## src/rtl/core/fpr_pkg.sv

```systemverilog
`timescale 1ns / 1ps
// ----------------------------------------------------------------------------
// fpr_pkg
// Shared widths, reset values and controller command type for the FIFO page
// replacement core.
// ----------------------------------------------------------------------------
package fpr_pkg;

  localparam int PAGE_W  = 8;   // width of page ports
  localparam int SLOT_W  = 3;   // width of slot port
  localparam int CAP_W   = 4;   // width of frame_capacity register
  localparam int TOTAL_W = 32;  // width of fault total

  localparam logic [CAP_W-1:0] CAP_RESET = 4'd3;

  // commands from the controller to the datapath
  typedef struct packed {
    logic capture;  // latch the page of an accepted transaction
    logic update;   // look up, update frames and load result registers
  } cmd_t;

endpackage

```

## src/rtl/core/fpr_ctrl.sv

```systemverilog
`timescale 1ns / 1ps
// ----------------------------------------------------------------------------
// fpr_ctrl
// Two-state controller: takes a transaction, then runs a lookup state and
// strobes the result.
// ----------------------------------------------------------------------------
module fpr_ctrl (
  input  logic          clk,
  input  logic          rst,
  input  logic          start,
  output logic          busy,
  output logic          done,
  output fpr_pkg::cmd_t cmd
);

  typedef enum logic [0:0] {
    IDLE,
    LOOKUP
  } state_t;

  state_t state;

  always_comb begin
    cmd.capture = start && !busy;
    cmd.update  = (state == LOOKUP);
  end

  always_ff @(posedge clk) begin
    if (rst) begin
      state <= IDLE;
      busy  <= 1'b0;
      done  <= 1'b0;
    end else begin
      unique case (state)
        IDLE: begin
          done <= 1'b0;
          if (start) begin
            state <= LOOKUP;
            busy  <= 1'b1;
          end
        end
        LOOKUP: begin
          state <= IDLE;
          busy  <= 1'b0;
          done  <= 1'b1;
        end
        default: begin
          state <= IDLE;
          busy  <= 1'b0;
          done  <= 1'b0;
        end
      endcase
    end
  end

endmodule

```

## src/rtl/core/fpr_datapath.sv

```systemverilog
`timescale 1ns / 1ps
// ----------------------------------------------------------------------------
// fpr_datapath
// Frame table, fill count, rotating oldest pointer, fault counter and the
// result registers.
// ----------------------------------------------------------------------------
module fpr_datapath #(
  parameter int FRAMES    = 8,
  parameter int PAGE_BITS = 8
) (
  input  logic                         clk,
  input  logic                         rst,
  input  fpr_pkg::cmd_t                cmd,
  input  logic                         cfg_we,
  input  logic [fpr_pkg::CAP_W-1:0]    cfg_data,
  input  logic [fpr_pkg::PAGE_W-1:0]   page,
  output logic                         hit,
  output logic                         counted_fault,
  output logic [fpr_pkg::SLOT_W-1:0]   slot,
  output logic                         evicted_valid,
  output logic [fpr_pkg::PAGE_W-1:0]   evicted_page,
  output logic [fpr_pkg::TOTAL_W-1:0]  fault_total
);

  localparam int IDX_W = (FRAMES > 1) ? $clog2(FRAMES) : 1;
  localparam int CNT_W = $clog2(FRAMES + 1);
  localparam int CMP_W = (CNT_W > fpr_pkg::CAP_W) ? CNT_W : fpr_pkg::CAP_W;

  logic [PAGE_BITS-1:0]          frame_pages [FRAMES];
  logic [CNT_W-1:0]              filled_count;
  logic [IDX_W-1:0]              oldest_slot;
  logic [fpr_pkg::TOTAL_W-1:0]   fault_counter;
  logic [fpr_pkg::CAP_W-1:0]     frame_capacity;
  logic [PAGE_BITS-1:0]          page_reg;

  logic [CMP_W-1:0]     cap_wide;
  logic [CNT_W-1:0]     cap_used;
  logic                 found;
  logic [IDX_W-1:0]     hit_idx;
  logic                 fill;
  logic [IDX_W-1:0]     repl_idx;
  logic [CNT_W-1:0]     repl_next;

  // clamp capacity to 1..FRAMES
  always_comb begin
    cap_wide = CMP_W'(frame_capacity);
    if (cap_wide == '0) begin
      cap_wide = CMP_W'(1);
    end else if (cap_wide > CMP_W'(FRAMES)) begin
      cap_wide = CMP_W'(FRAMES);
    end
    cap_used = cap_wide[CNT_W-1:0];
  end

  // lowest matching resident slot
  always_comb begin
    found   = 1'b0;
    hit_idx = '0;
    for (int i = 0; i < FRAMES; i++) begin
      if (!found && (CNT_W'(i) < filled_count) && (frame_pages[i] == page_reg)) begin
        found   = 1'b1;
        hit_idx = IDX_W'(i);
      end
    end
  end

  // replacement slot and the pointer after it
  always_comb begin
    fill     = (filled_count < cap_used);
    repl_idx = oldest_slot;
    if (CNT_W'(oldest_slot) >= filled_count) begin
      repl_idx = '0;
    end
    repl_next = CNT_W'(repl_idx) + CNT_W'(1);
    if (repl_next >= filled_count) begin
      repl_next = '0;
    end
  end

  assign fault_total = fault_counter;

  always_ff @(posedge clk) begin
    if (rst) begin
      for (int i = 0; i < FRAMES; i++) begin
        frame_pages[i] <= '0;
      end
      filled_count   <= '0;
      oldest_slot    <= '0;
      fault_counter  <= '0;
      frame_capacity <= fpr_pkg::CAP_RESET;
    end else begin
      if (cfg_we) begin
        frame_capacity <= cfg_data;
      end
      if (cmd.update && !found) begin
        if (fill) begin
          frame_pages[filled_count[IDX_W-1:0]] <= page_reg;
          filled_count <= filled_count + CNT_W'(1);
        end else begin
          frame_pages[repl_idx] <= page_reg;
          oldest_slot <= repl_next[IDX_W-1:0];
          if (fault_counter != '1) begin
            fault_counter <= fault_counter + fpr_pkg::TOTAL_W'(1);
          end
        end
      end
    end
  end

  // payload registers
  always_ff @(posedge clk) begin
    if (cmd.capture) begin
      page_reg <= PAGE_BITS'(page);
    end
    if (cmd.update) begin
      hit <= found;
      priority if (found) begin
        counted_fault <= 1'b0;
        slot          <= fpr_pkg::SLOT_W'(hit_idx);
        evicted_valid <= 1'b0;
        evicted_page  <= '0;
      end else if (fill) begin
        counted_fault <= 1'b0;
        slot          <= fpr_pkg::SLOT_W'(filled_count[IDX_W-1:0]);
        evicted_valid <= 1'b0;
        evicted_page  <= '0;
      end else begin
        counted_fault <= 1'b1;
        slot          <= fpr_pkg::SLOT_W'(repl_idx);
        evicted_valid <= 1'b1;
        evicted_page  <= fpr_pkg::PAGE_W'(frame_pages[repl_idx]);
      end
    end
  end

endmodule

```

## src/rtl/core/fifo_page_replacement_core.sv

```systemverilog
`timescale 1ns / 1ps
// ----------------------------------------------------------------------------
// fifo_page_replacement_core
// FIFO page replacement over a table of resident frames, one page reference
// per transaction, one result per reference.
// ----------------------------------------------------------------------------
// result strobe (done) is registered at the end of the LOOKUP state that
//   follows the accepting edge; no transaction is taken while busy, but a new
//   one is taken while done is shown
// the receiver cannot stall: each result is valid for exactly one cycle
// reset (synchronous, active high) clears all frames, the fill count, the
//   oldest pointer and the fault total, and sets frame_capacity to 3
module fifo_page_replacement_core #(
  parameter int FRAMES    = 8,
  parameter int PAGE_BITS = 8
) (
  input  logic                         clk,
  input  logic                         rst,
  input  logic                         start,
  output logic                         busy,
  input  logic                         cfg_we,
  input  logic [fpr_pkg::CAP_W-1:0]    cfg_data,
  input  logic [fpr_pkg::PAGE_W-1:0]   page,
  output logic                         done,
  output logic                         hit,
  output logic                         counted_fault,
  output logic [fpr_pkg::SLOT_W-1:0]   slot,
  output logic                         evicted_valid,
  output logic [fpr_pkg::PAGE_W-1:0]   evicted_page,
  output logic [fpr_pkg::TOTAL_W-1:0]  fault_total
);

  fpr_pkg::cmd_t cmd;

  fpr_ctrl u_ctrl (
    .clk   (clk),
    .rst   (rst),
    .start (start),
    .busy  (busy),
    .done  (done),
    .cmd   (cmd)
  );

  fpr_datapath #(
    .FRAMES    (FRAMES),
    .PAGE_BITS (PAGE_BITS)
  ) u_datapath (
    .clk           (clk),
    .rst           (rst),
    .cmd           (cmd),
    .cfg_we        (cfg_we),
    .cfg_data      (cfg_data),
    .page          (page),
    .hit           (hit),
    .counted_fault (counted_fault),
    .slot          (slot),
    .evicted_valid (evicted_valid),
    .evicted_page  (evicted_page),
    .fault_total   (fault_total)
  );

`ifndef SYNTH
  // every accepted transaction yields a done strobe after its LOOKUP state
  a_accept_done: assert property (@(posedge clk) disable iff (rst)
    (start && !busy) |=> ##1 done)
    else $error("accepted transaction produced no result");

  // busy is always cleared in the cycle after it is set
  a_busy_one: assert property (@(posedge clk) disable iff (rst)
    busy |=> !busy)
    else $error("busy held longer than one cycle");

  // a hit never faults or evicts
  a_hit_clean: assert property (@(posedge clk) disable iff (rst)
    (done && hit) |-> (!counted_fault && !evicted_valid && (evicted_page == '0)))
    else $error("hit reported with fault or eviction");

  // a counted fault always evicts and advances the total unless saturated
  a_fault_evicts: assert property (@(posedge clk) disable iff (rst)
    (done && counted_fault) |-> (evicted_valid && !hit && (fault_total != '0)))
    else $error("fault without eviction or total");
`endif

endmodule
```

## config.mk

```make
export PLATFORM = sky130hd
export DESIGN_NAME = fifo_page_replacement_core
export DESIGN_NICKNAME = d
export VERILOG_FILES = /design/src/rtl/core/fpr_pkg.sv /design/src/rtl/core/fpr_ctrl.sv /design/src/rtl/core/fpr_datapath.sv /design/src/rtl/core/fifo_page_replacement_core.sv
export SDC_FILE = /design/constraint.sdc
export NUM_CORES = 1
export LEC_CHECK = 0
export BUFFER_PORTS_ARGS = -buffer_cell sky130_fd_sc_hd__buf_2
export CELL_PAD_IN_SITES_DETAIL_PLACEMENT = 1
export CELL_PAD_IN_SITES_GLOBAL_PLACEMENT = 2
export CORE_MARGIN = 2
export CORE_UTILIZATION = 39
export DETAILED_ROUTE_END_ITERATION = 10
export HOLD_SLACK_MARGIN = 0.08
export PLACE_DENSITY = 0.79
export SYNTH_ARGS = -nofsm -noshare
export SYNTH_HDL_FRONTEND = slang
export SYNTH_HIERARCHICAL = 1
export SYNTH_SLANG_ARGS = --single-unit
```

## constraint.sdc

```tcl
create_clock -name clk -period 5.14 [get_ports clk]
set_input_delay 0.514 -clock clk [delete_from_list [all_inputs] [get_ports clk]]
set_output_delay 0.514 -clock clk [all_outputs]
set_load 0.05 [all_outputs]
```

==> results.md, run 1 <==
| Metric | Reported |
|---|---|
| Flop and latch count out of synthesis | 131 |
| Number of port buffers | 63 |
| Number of H-tree levels | 4 |
| Clock slew seen by the registers of the worst setup and hold paths | 0.06 ns |
| Global-route usage over all layers | 0.237 |
| Vias post-DR | 6111 |
| Full die area | 20100 um2 |
| Via/cell ratio | 5.90 |
| Critical Path Sink Type | register |
| Ys Warns | 6 |
| Number of antenna violations at the first check in global routing | 0 |
| Pwr/cell area | 320 nW/um2 |
| Final setup violating endpoints | 0 |
| Most common cell after layout, fill and taps aside | edfxtp_1 |
| Max reg flops | 64 |
| Seq/Total Area, Yosys | 0.469 |
| Relative max-transition margin | 0.215 |
| Initial Utilization | 0.397 |
| Mean instance size in the synthesized netlist | 9.87 um2 |
| Crit-path max FO | 23 |
| Die span in x | 142 um |
| Max Clk Rate | 242 MHz |
| Clock skew after layout | 0.00911 ns |
| Buffer type at the clock tree root | clkbuf_16 |
| Rows | 50 |
| HPWL after DPL | 16500 um |
| Multiplexer area fraction after synthesis | 0.0252 |
| Share of the clock period used by the worst path | 0.802 |
| Worst hold slack across all endpoints | 0.261 ns |
| Most used cells in the layout excluding fill and tap cells | edfxtp_1 (85), buf_2 (63), nand2_1 (60) |
| Min Clock Period, post-route | 4.12 ns |
| Ratio of cells with drive above 1 in the final layout | 0.162 |
| TNS Setup | 0 ns |
| Routability congestion estimate from global placement | 0.911 |
| Detailed Route Iter0 Violations | 404 |
| Distinct cell type count of the synthesized netlist | 65 |
| Actual transition at the worst max-transition pin | 1.17 ns |
| Required arrival time at the worst endpoint | 5.18 ns |
| Post-layout instance area | 8410 um2 |
| Synthesized area | 7400 um2 |
| Final-stage net count | 819 |
| Wire length per cell | 22.3 um |
| Number of buffers created by CTS | 17 |
| Share of synthesized flip-flops with an asynchronous set or reset | 0 |
| Worst Setup Path Type | reg2reg |
| Top flip-flop cell by instance count after synthesis | edfxtp_1 |
| Maximum resistive drop on vdd | 0.000235 V |
| Antenna viol nets, final | 0 |
| Hold buffers post-CTS | 0 |
| Number of antenna cells inserted | 0 |
| Max cap viols | 0 |
| Y dimension of the die | 142 um |
| Class of the tightest hold or removal check | in2reg |
| Nets in the synthesized netlist | 780 |
| Clk sink count | 131 |
| Sum of routed wire length over all layers | 23100 um |
| Worst skew pair latency | 0.43 ns |
| Initial DRT Pass Iterations | 5 |
| Maximum number of pins on one net before global-route repair | 64 |
| Remaining DRCs | 0 |
| Post-synthesis share of cell area spent on and, or, nand and nor gates | 0.223 |
| Main combinational cell family by area after synthesis | simple AND/OR/NAND/NOR gates |
| Launching element type of the critical path | register |
| Largest register by flop count | u_datapath/frame_pages |
| Global-route congestion overflow total | 0 |
| Cells after synthesis | 750 |
| Outcome | finished clean |
| Number of synthesized flops with an enable pin | 85 |
| Max-slew violation count | 0 |
| Parity-gate share of the synthesized area counting xor and xnor cells | 0.0769 |
| Core box area | 18600 um2 |
| Hold violation count in the final report | 0 |
| Post-cts resize count | 0 |
| First-pass GRT wire length | 36300 um |
| IO Pins | 64 |
| Setup repair after global routing missed its margin | false |
| Clk buf depth | 2 |
| Static Leakage | 0.00287 uW |
| Post-CTS setup-driven buffer insertion count | 0 |
| Compound-gate portion of the synthesized area | 0.130 |
| Total placed instance area | 7800 um2 |
| Signed area change from the synthesized netlist to the final layout | 13.6% |
| TritonCTS clock tree | yes |
| Critical path data arrival time | 4.16 ns |
| Fraction of the mapped netlist area in adder cells | 0.0237 |
| Via count of the first global-routing pass | 6262 |
per-layer routing:
metal	routed length, um	GRT usage	vias up	share of wire
met5	0	0	-	0
met4	431	0.0763	0	0.019
met3	872	0.0391	32	0.038
met2	11100	0.394	144	0.48
met1	10700	0.317	3065	0.46
li1	-	-	2870	-
where the power goes:
part           internal (uW)  switching [uW]  total [uW]
registers               1160            48.2        1200
clock network            809             476        1280
logic                   68.0             131         199
total                   2030             655        2690
worst max-delay path: stages, from the launching register on:
cell	delay (ns)
dfxtp_1	0.59
inv_1	0.19
ha_1	0.33
nor2b_1	0.24
a21o_1	0.65
nand2b_1	0.39
nor2_1	0.17
a21oi_1	0.22
o31ai_1	0.93
cell families after synthesis:
| group | count (synthesis) |
|---|---|
| AND/OR/NAND/NOR | 297 |
| AO/OA/AOI/OAI | 148 |
| flip-flops | 131 |
| buffers and inverters | 77 |
| XOR/XNOR | 65 |
| multiplexers | 18 |
| adder cells (fa/ha/maj) | 14 |
Yosys cell counts, types with 17 or more instances:
master    number  area [um2]
and2_1        20         125
nand4_1       18         113
nand3_1       20         100
a21oi_1       54         270
nand2_1       60         225
dfxtp_1       46         921
or3_1         20         125
nor3_1        19        95.1
xor2_1        17         149
clkbuf_1      24        90.1
inv_1         21        78.8
edfxtp_1      85        2550
nor4_1        44         275
xnor2_1       48         420
o21ai_0       19        95.1
nor2_1        33         124
through the flow:
stage                     std cells  power (uW)  utilization  setup WS, ns
after detailed placement       1004        1420        0.418          1.11
after global placement         1004        1420        0.418          1.23
after global routing           1036        2770        0.451         0.593
final                          1036        2690        0.451          1.02
after floorplan                 750        1350            -          1.42
after CTS                      1036        2710        0.451          1.06
worst paths after layout:
kind	cells past startpoint	startpoint	to	slack (ns)
setup / recovery	8	u_datapath/filled_count[2]$_SDFFE_PP0N_	u_datapath/frame_pages[2][3]$_SDFFCE_PN0P_	1.02
setup reg to reg	8	u_datapath/filled_count[2]$_SDFFE_PP0N_	u_datapath/frame_pages[2][3]$_SDFFCE_PN0P_	1.02
hold reg to reg	2	u_datapath/frame_capacity[0]$_SDFFE_PP1P_	u_datapath/frame_capacity[0]$_SDFFE_PP1P_	0.49
hold / removal	1	page[7]	u_datapath/page_reg[7]$_DFFE_PP_	0.26
layout make-up:
| class | count | area [um2] |
|---|---|---|
| well taps | 234 | 293 |
| clock inverters | 14 | 185 |
| inverters | 25 | 98.8 |
| fillers | 2109 | 10200 |
| repair buffers | 72 | 383 |
| flip-flops and latches | 131 | 3470 |
| clock buffers | 18 | 429 |
| multi-input cells | 542 | 3550 |
(Power assumes the default switching activity.)
==> inputs of run 2 (changes only) <==
Settings changed: ABC_AREA from default to 1, CORE_UTILIZATION 39 to 37.
Clock period 5.14 ns to 4 ns, I/O delays scaled along.
==> run 2 against run 1 <==
Register-to-register slack worse by 0.61 ns. Sequential power grew 28%. Clock skew is 0.0042 ns higher. Via count increased by 16%. Die area up 14%. Global-route usage is 0.46 points higher.
==> results.md, run 2 <==
| Metric | Reported | Change |
|---|---|---|
| Outcome | finished clean |  |
| Mean instance size in the synthesized netlist | 8.34 um2 | -16% |
| TNS Setup | 0 ns | unchanged |
| Startpoint of the worst hold path | page[4] |  |
| Critical Path Most Common Cell | nand2_1 |  |
| Switching part of the total power | 0.262 | +0.0186 |
| Detailed Route Iter0 Violations | 477 | +18% |
| Distinct cell type count of the synthesized netlist | 48 | -26% |
| Post-CTS setup-driven buffer insertion count | 0 | unchanged |
| Global-route congestion overflow total | 0 | unchanged |
| Y dimension of the die | 151 um | +6.6% |
| Min Clock Period, post-route | 3.60 ns | -0.528 ns |
| Post-layout instance area | 9150 um2 | +8.8% |
| Via count of the first global-routing pass | 7150 | +14% |
| Initial DRT Pass Iterations | 5 | unchanged |
| Top flip-flop cell by instance count after synthesis | edfxtp_1 |  |
| Fraction of synthesized cell area taken by the top area cell type | 0.319 | -0.0259 |
| Total placed cells including tap cells | 1273 | +27% |
| WP buf/inv | 2 | +1 |
| Nets in the synthesized netlist | 990 | +27% |
| Share of power burned in combinational logic | 0.105 | +0.031 |
| Clock skew after layout | 0.0133 ns | +0.00416 ns |
| Max cap viols | 0 | unchanged |
| Reg-to-Reg Start | u_datapath/page_reg[1]$_DFFE_PP_ |  |
| Flop and latch count out of synthesis | 131 | unchanged |
| Global-route usage over all layers | 0.242 | +0.00459 |
| Pwr/cell area | 383 nW/um2 | +20% |
| Crit-path max FO | 16 | -30% |
| Ratio of cells with drive above 1 in the final layout | 0.212 | +0.0496 |
| Worst hold slack across all endpoints | 0.148 ns | -0.112 ns |
| Ys Warns | 6 | unchanged |
| Number of antenna violations at the first check in global routing | 0 | unchanged |
| Most frequent cells after synthesis | nand2_1 (206), edfxtp_1 (85), nor2_1 (76), inv_1 (75), nor2_2 (65) |  |
| Maximum number of pins on one net before global-route repair | 38 | -41% |
| Clock power frac | 0.456 | -0.022 |
| Static Leakage | 0.00362 uW | +26% |
| Final std cells w/o fill | 1305 | +26% |
| Sum of routed wire length over all layers | 26500 um | +15% |
| Remaining DRCs | 0 | unchanged |
| Setup repair after global routing missed its margin | false |  |
| Number of port buffers | 63 | unchanged |
| Critical path data arrival time | 3.66 ns | -0.50 ns |
| First-pass GRT wire length | 41100 um | +13% |
| Maximum resistive drop on vdd | 0.000305 V | +30% |
| Most instantiated library cell after synthesis | nand2_1 |  |
| Hold violation count in the final report | 0 | unchanged |
| CP Cell Sequence | inv_2, nand2_1, nand4_1, nor2_1, nand2_1, nand2_2, nor2_8, nand4_4, nor2_4, buf_4, nand4_2, nand2_4, nand3_4, nand2_1 |  |
| Share of the clock period used by the worst path | 0.899 | +0.0968 |
| Number of H-tree levels | 4 | unchanged |
| Clk sink count | 131 | unchanged |
| TritonCTS clock tree | yes |  |
| Buffer type at the clock tree root | clkbuf_16 |  |
| Most common cell after layout, fill and taps aside | nand2_1 |  |
| Most used cells in the layout excluding fill and tap cells | nand2_1 (206), edfxtp_1 (85), nor2_1 (76) |  |
| Number of antenna cells inserted | 0 | unchanged |
| Largest delay contributor family on the critical path | simple AND/OR/NAND/NOR gates |  |
| Wire length per cell | 20.3 um | -8.8% |
| Largest register by flop count | u_datapath/frame_pages |  |
| Antenna viol nets, final | 0 | unchanged |
| Number of buffers created by CTS | 17 | unchanged |
| Total placed instance area | 8560 um2 | +9.8% |
| Clk buf depth | 2 | unchanged |
| Worst Setup Path Type | reg2reg |  |
| Share of synthesized flip-flops with an asynchronous set or reset | 0 | unchanged |
| IO Pins | 64 | unchanged |
| Number of synthesized flops with an enable pin | 85 | unchanged |
| Max stage delay on crit path | 0.58 ns | -0.35 ns |
| Launching element type of the critical path | register |  |
| Area contributors post-synth | edfxtp_1 (32%), dfxtp_1 (12%), nand2_1 (9.7%), nor2_2 (5.1%), a21oi_1 (3.9%) |  |
| Clock slew seen by the registers of the worst setup and hold paths | 0.06 ns | about the same |
| Initial Utilization | 0.378 | -0.0187 |
| Net switching component of the power | 919 uW | +40% |
| Flop pwr share | 0.438 | -0.010 |
| Max reg flops | 64 | unchanged |
| Hold buffers post-CTS | 0 | unchanged |
| Rows | 53 | +6.0% |
| Actual transition at the worst max-transition pin | 0.885 ns | -0.282 ns |
| Signed area change from the synthesized netlist to the final layout | 14.3% |  |
| Die span in x | 151 um | +6.6% |
| Max-slew violation count | 0 | unchanged |
| Seq/Total Area, Yosys | 0.434 | -0.0353 |
| Number of filler instances in the final layout | 2528 | +20% |
| Cells after synthesis | 960 | +28% |
| Internal portion of total power | 2590 uW | +27% |
| Worst skew pair latency | 0.43 ns | about the same |
| HPWL after DPL | 19600 um | +18% |
| Launch point of the worst path | u_datapath/page_reg[1]$_DFFE_PP_ |  |
| Synthesized area | 8010 um2 | +8.1% |
| Critical Path Sink Type | register |  |
| Final setup violating endpoints | 0 | unchanged |
| Post-cts resize count | 0 | unchanged |
| Synth area leader | edfxtp_1 |  |
| Vias post-DR | 7107 | +16% |
| Full die area | 22800 um2 | +14% |
| Slowest stage cell on the critical path | edfxtp_1 |  |
| Routability congestion estimate from global placement | 0.910 | about the same |
| Max Clk Rate | 278 MHz | +15% |
| Required arrival time at the worst endpoint | 4.06 ns | -1.12 ns |
| Class of the tightest hold or removal check | in2reg |  |
| Relative max-transition margin | 0.406 | +0.191 |
| Via/cell ratio | 5.45 | -7.7% |
| Final-stage net count | 1047 | +28% |
| Core box area | 21200 um2 | +13% |
-- run 2: kinds of logic (layout without fill, tap and decap cells) --
kind of cell / count (synthesis) / count (layout) / share of synthesized area
flops: 131 / 131 / 0.434
buf+inv: 133 / 203 / 0.0724
xor+xnor: 48 / 48 / 0.0525
fa+ha+maj: 14 / 14 / 0.0219
compound gates: 134 / 134 / 0.0967
simple gates: 500 / 500 / 0.323
-- run 2: worst reg2reg max path, cell delays in order (launching register included) --
cell      delay [ns]
edfxtp_1        0.58
inv_2           0.42
nand2_1         0.11
nand4_1         0.12
nor2_1          0.08
nand2_1         0.13
nand2_2         0.12
nor2_8          0.15
nand4_4         0.16
nor2_4          0.22
buf_4           0.23
nand4_2         0.12
nand2_4         0.17
nand3_4         0.19
nand2_1         0.43
-- run 2: worst paths after layout --
path | slack (ns) | depth (start not counted) | endpoint
min reg2reg | 0.46 | 2 | u_datapath/frame_capacity[0]$_SDFFE_PP1P_
max reg2reg | 0.40 | 14 | u_datapath/frame_pages[0][5]$_SDFFCE_PN0P_
max | 0.40 | 14 | u_datapath/frame_pages[0][5]$_SDFFCE_PN0P_
min | 0.15 | 1 | u_datapath/page_reg[4]$_DFFE_PP_
-- run 2: power groups by stage --
stage	Clock [uW]	Combinational [uW]	Sequential, uW
after floorplan	0	248	1560
after global placement	0	364	1560
after detailed placement	0	366	1560
after CTS	1630	369	1530
after global routing	1690	403	1540
final	1600	370	1540
-- run 2: cell type report --
class	instances	area, um2	share of cell area
clock buffers	22	454	0.0496
clock inverters	10	134	0.0146
inverters	89	334	0.0365
multi-input cells	696	3950	0.432
flip-flops and latches	131	3470	0.380
well taps	275	344	0.0376
repair buffers	82	458	0.0500
-- run 2: per-layer routing --
metal,GRT usage,vias up,part of all wire
met1,0.353,3547,0.49
met5,0,-,0
met3,0.0352,23,0.041
met2,0.373,160,0.45
met4,0.0682,0,0.014
li1,-,3377,-
-- run 2: through the flow --
stage                     worst slack, ns  utilization  total power, uW
after floorplan                     0.699            -             1810
after global placement              0.566        0.405             1920
after detailed placement            0.456        0.405             1930
after CTS                           0.433        0.433             3530
after global routing                0.178        0.433             3630
final                               0.404        0.433             3500
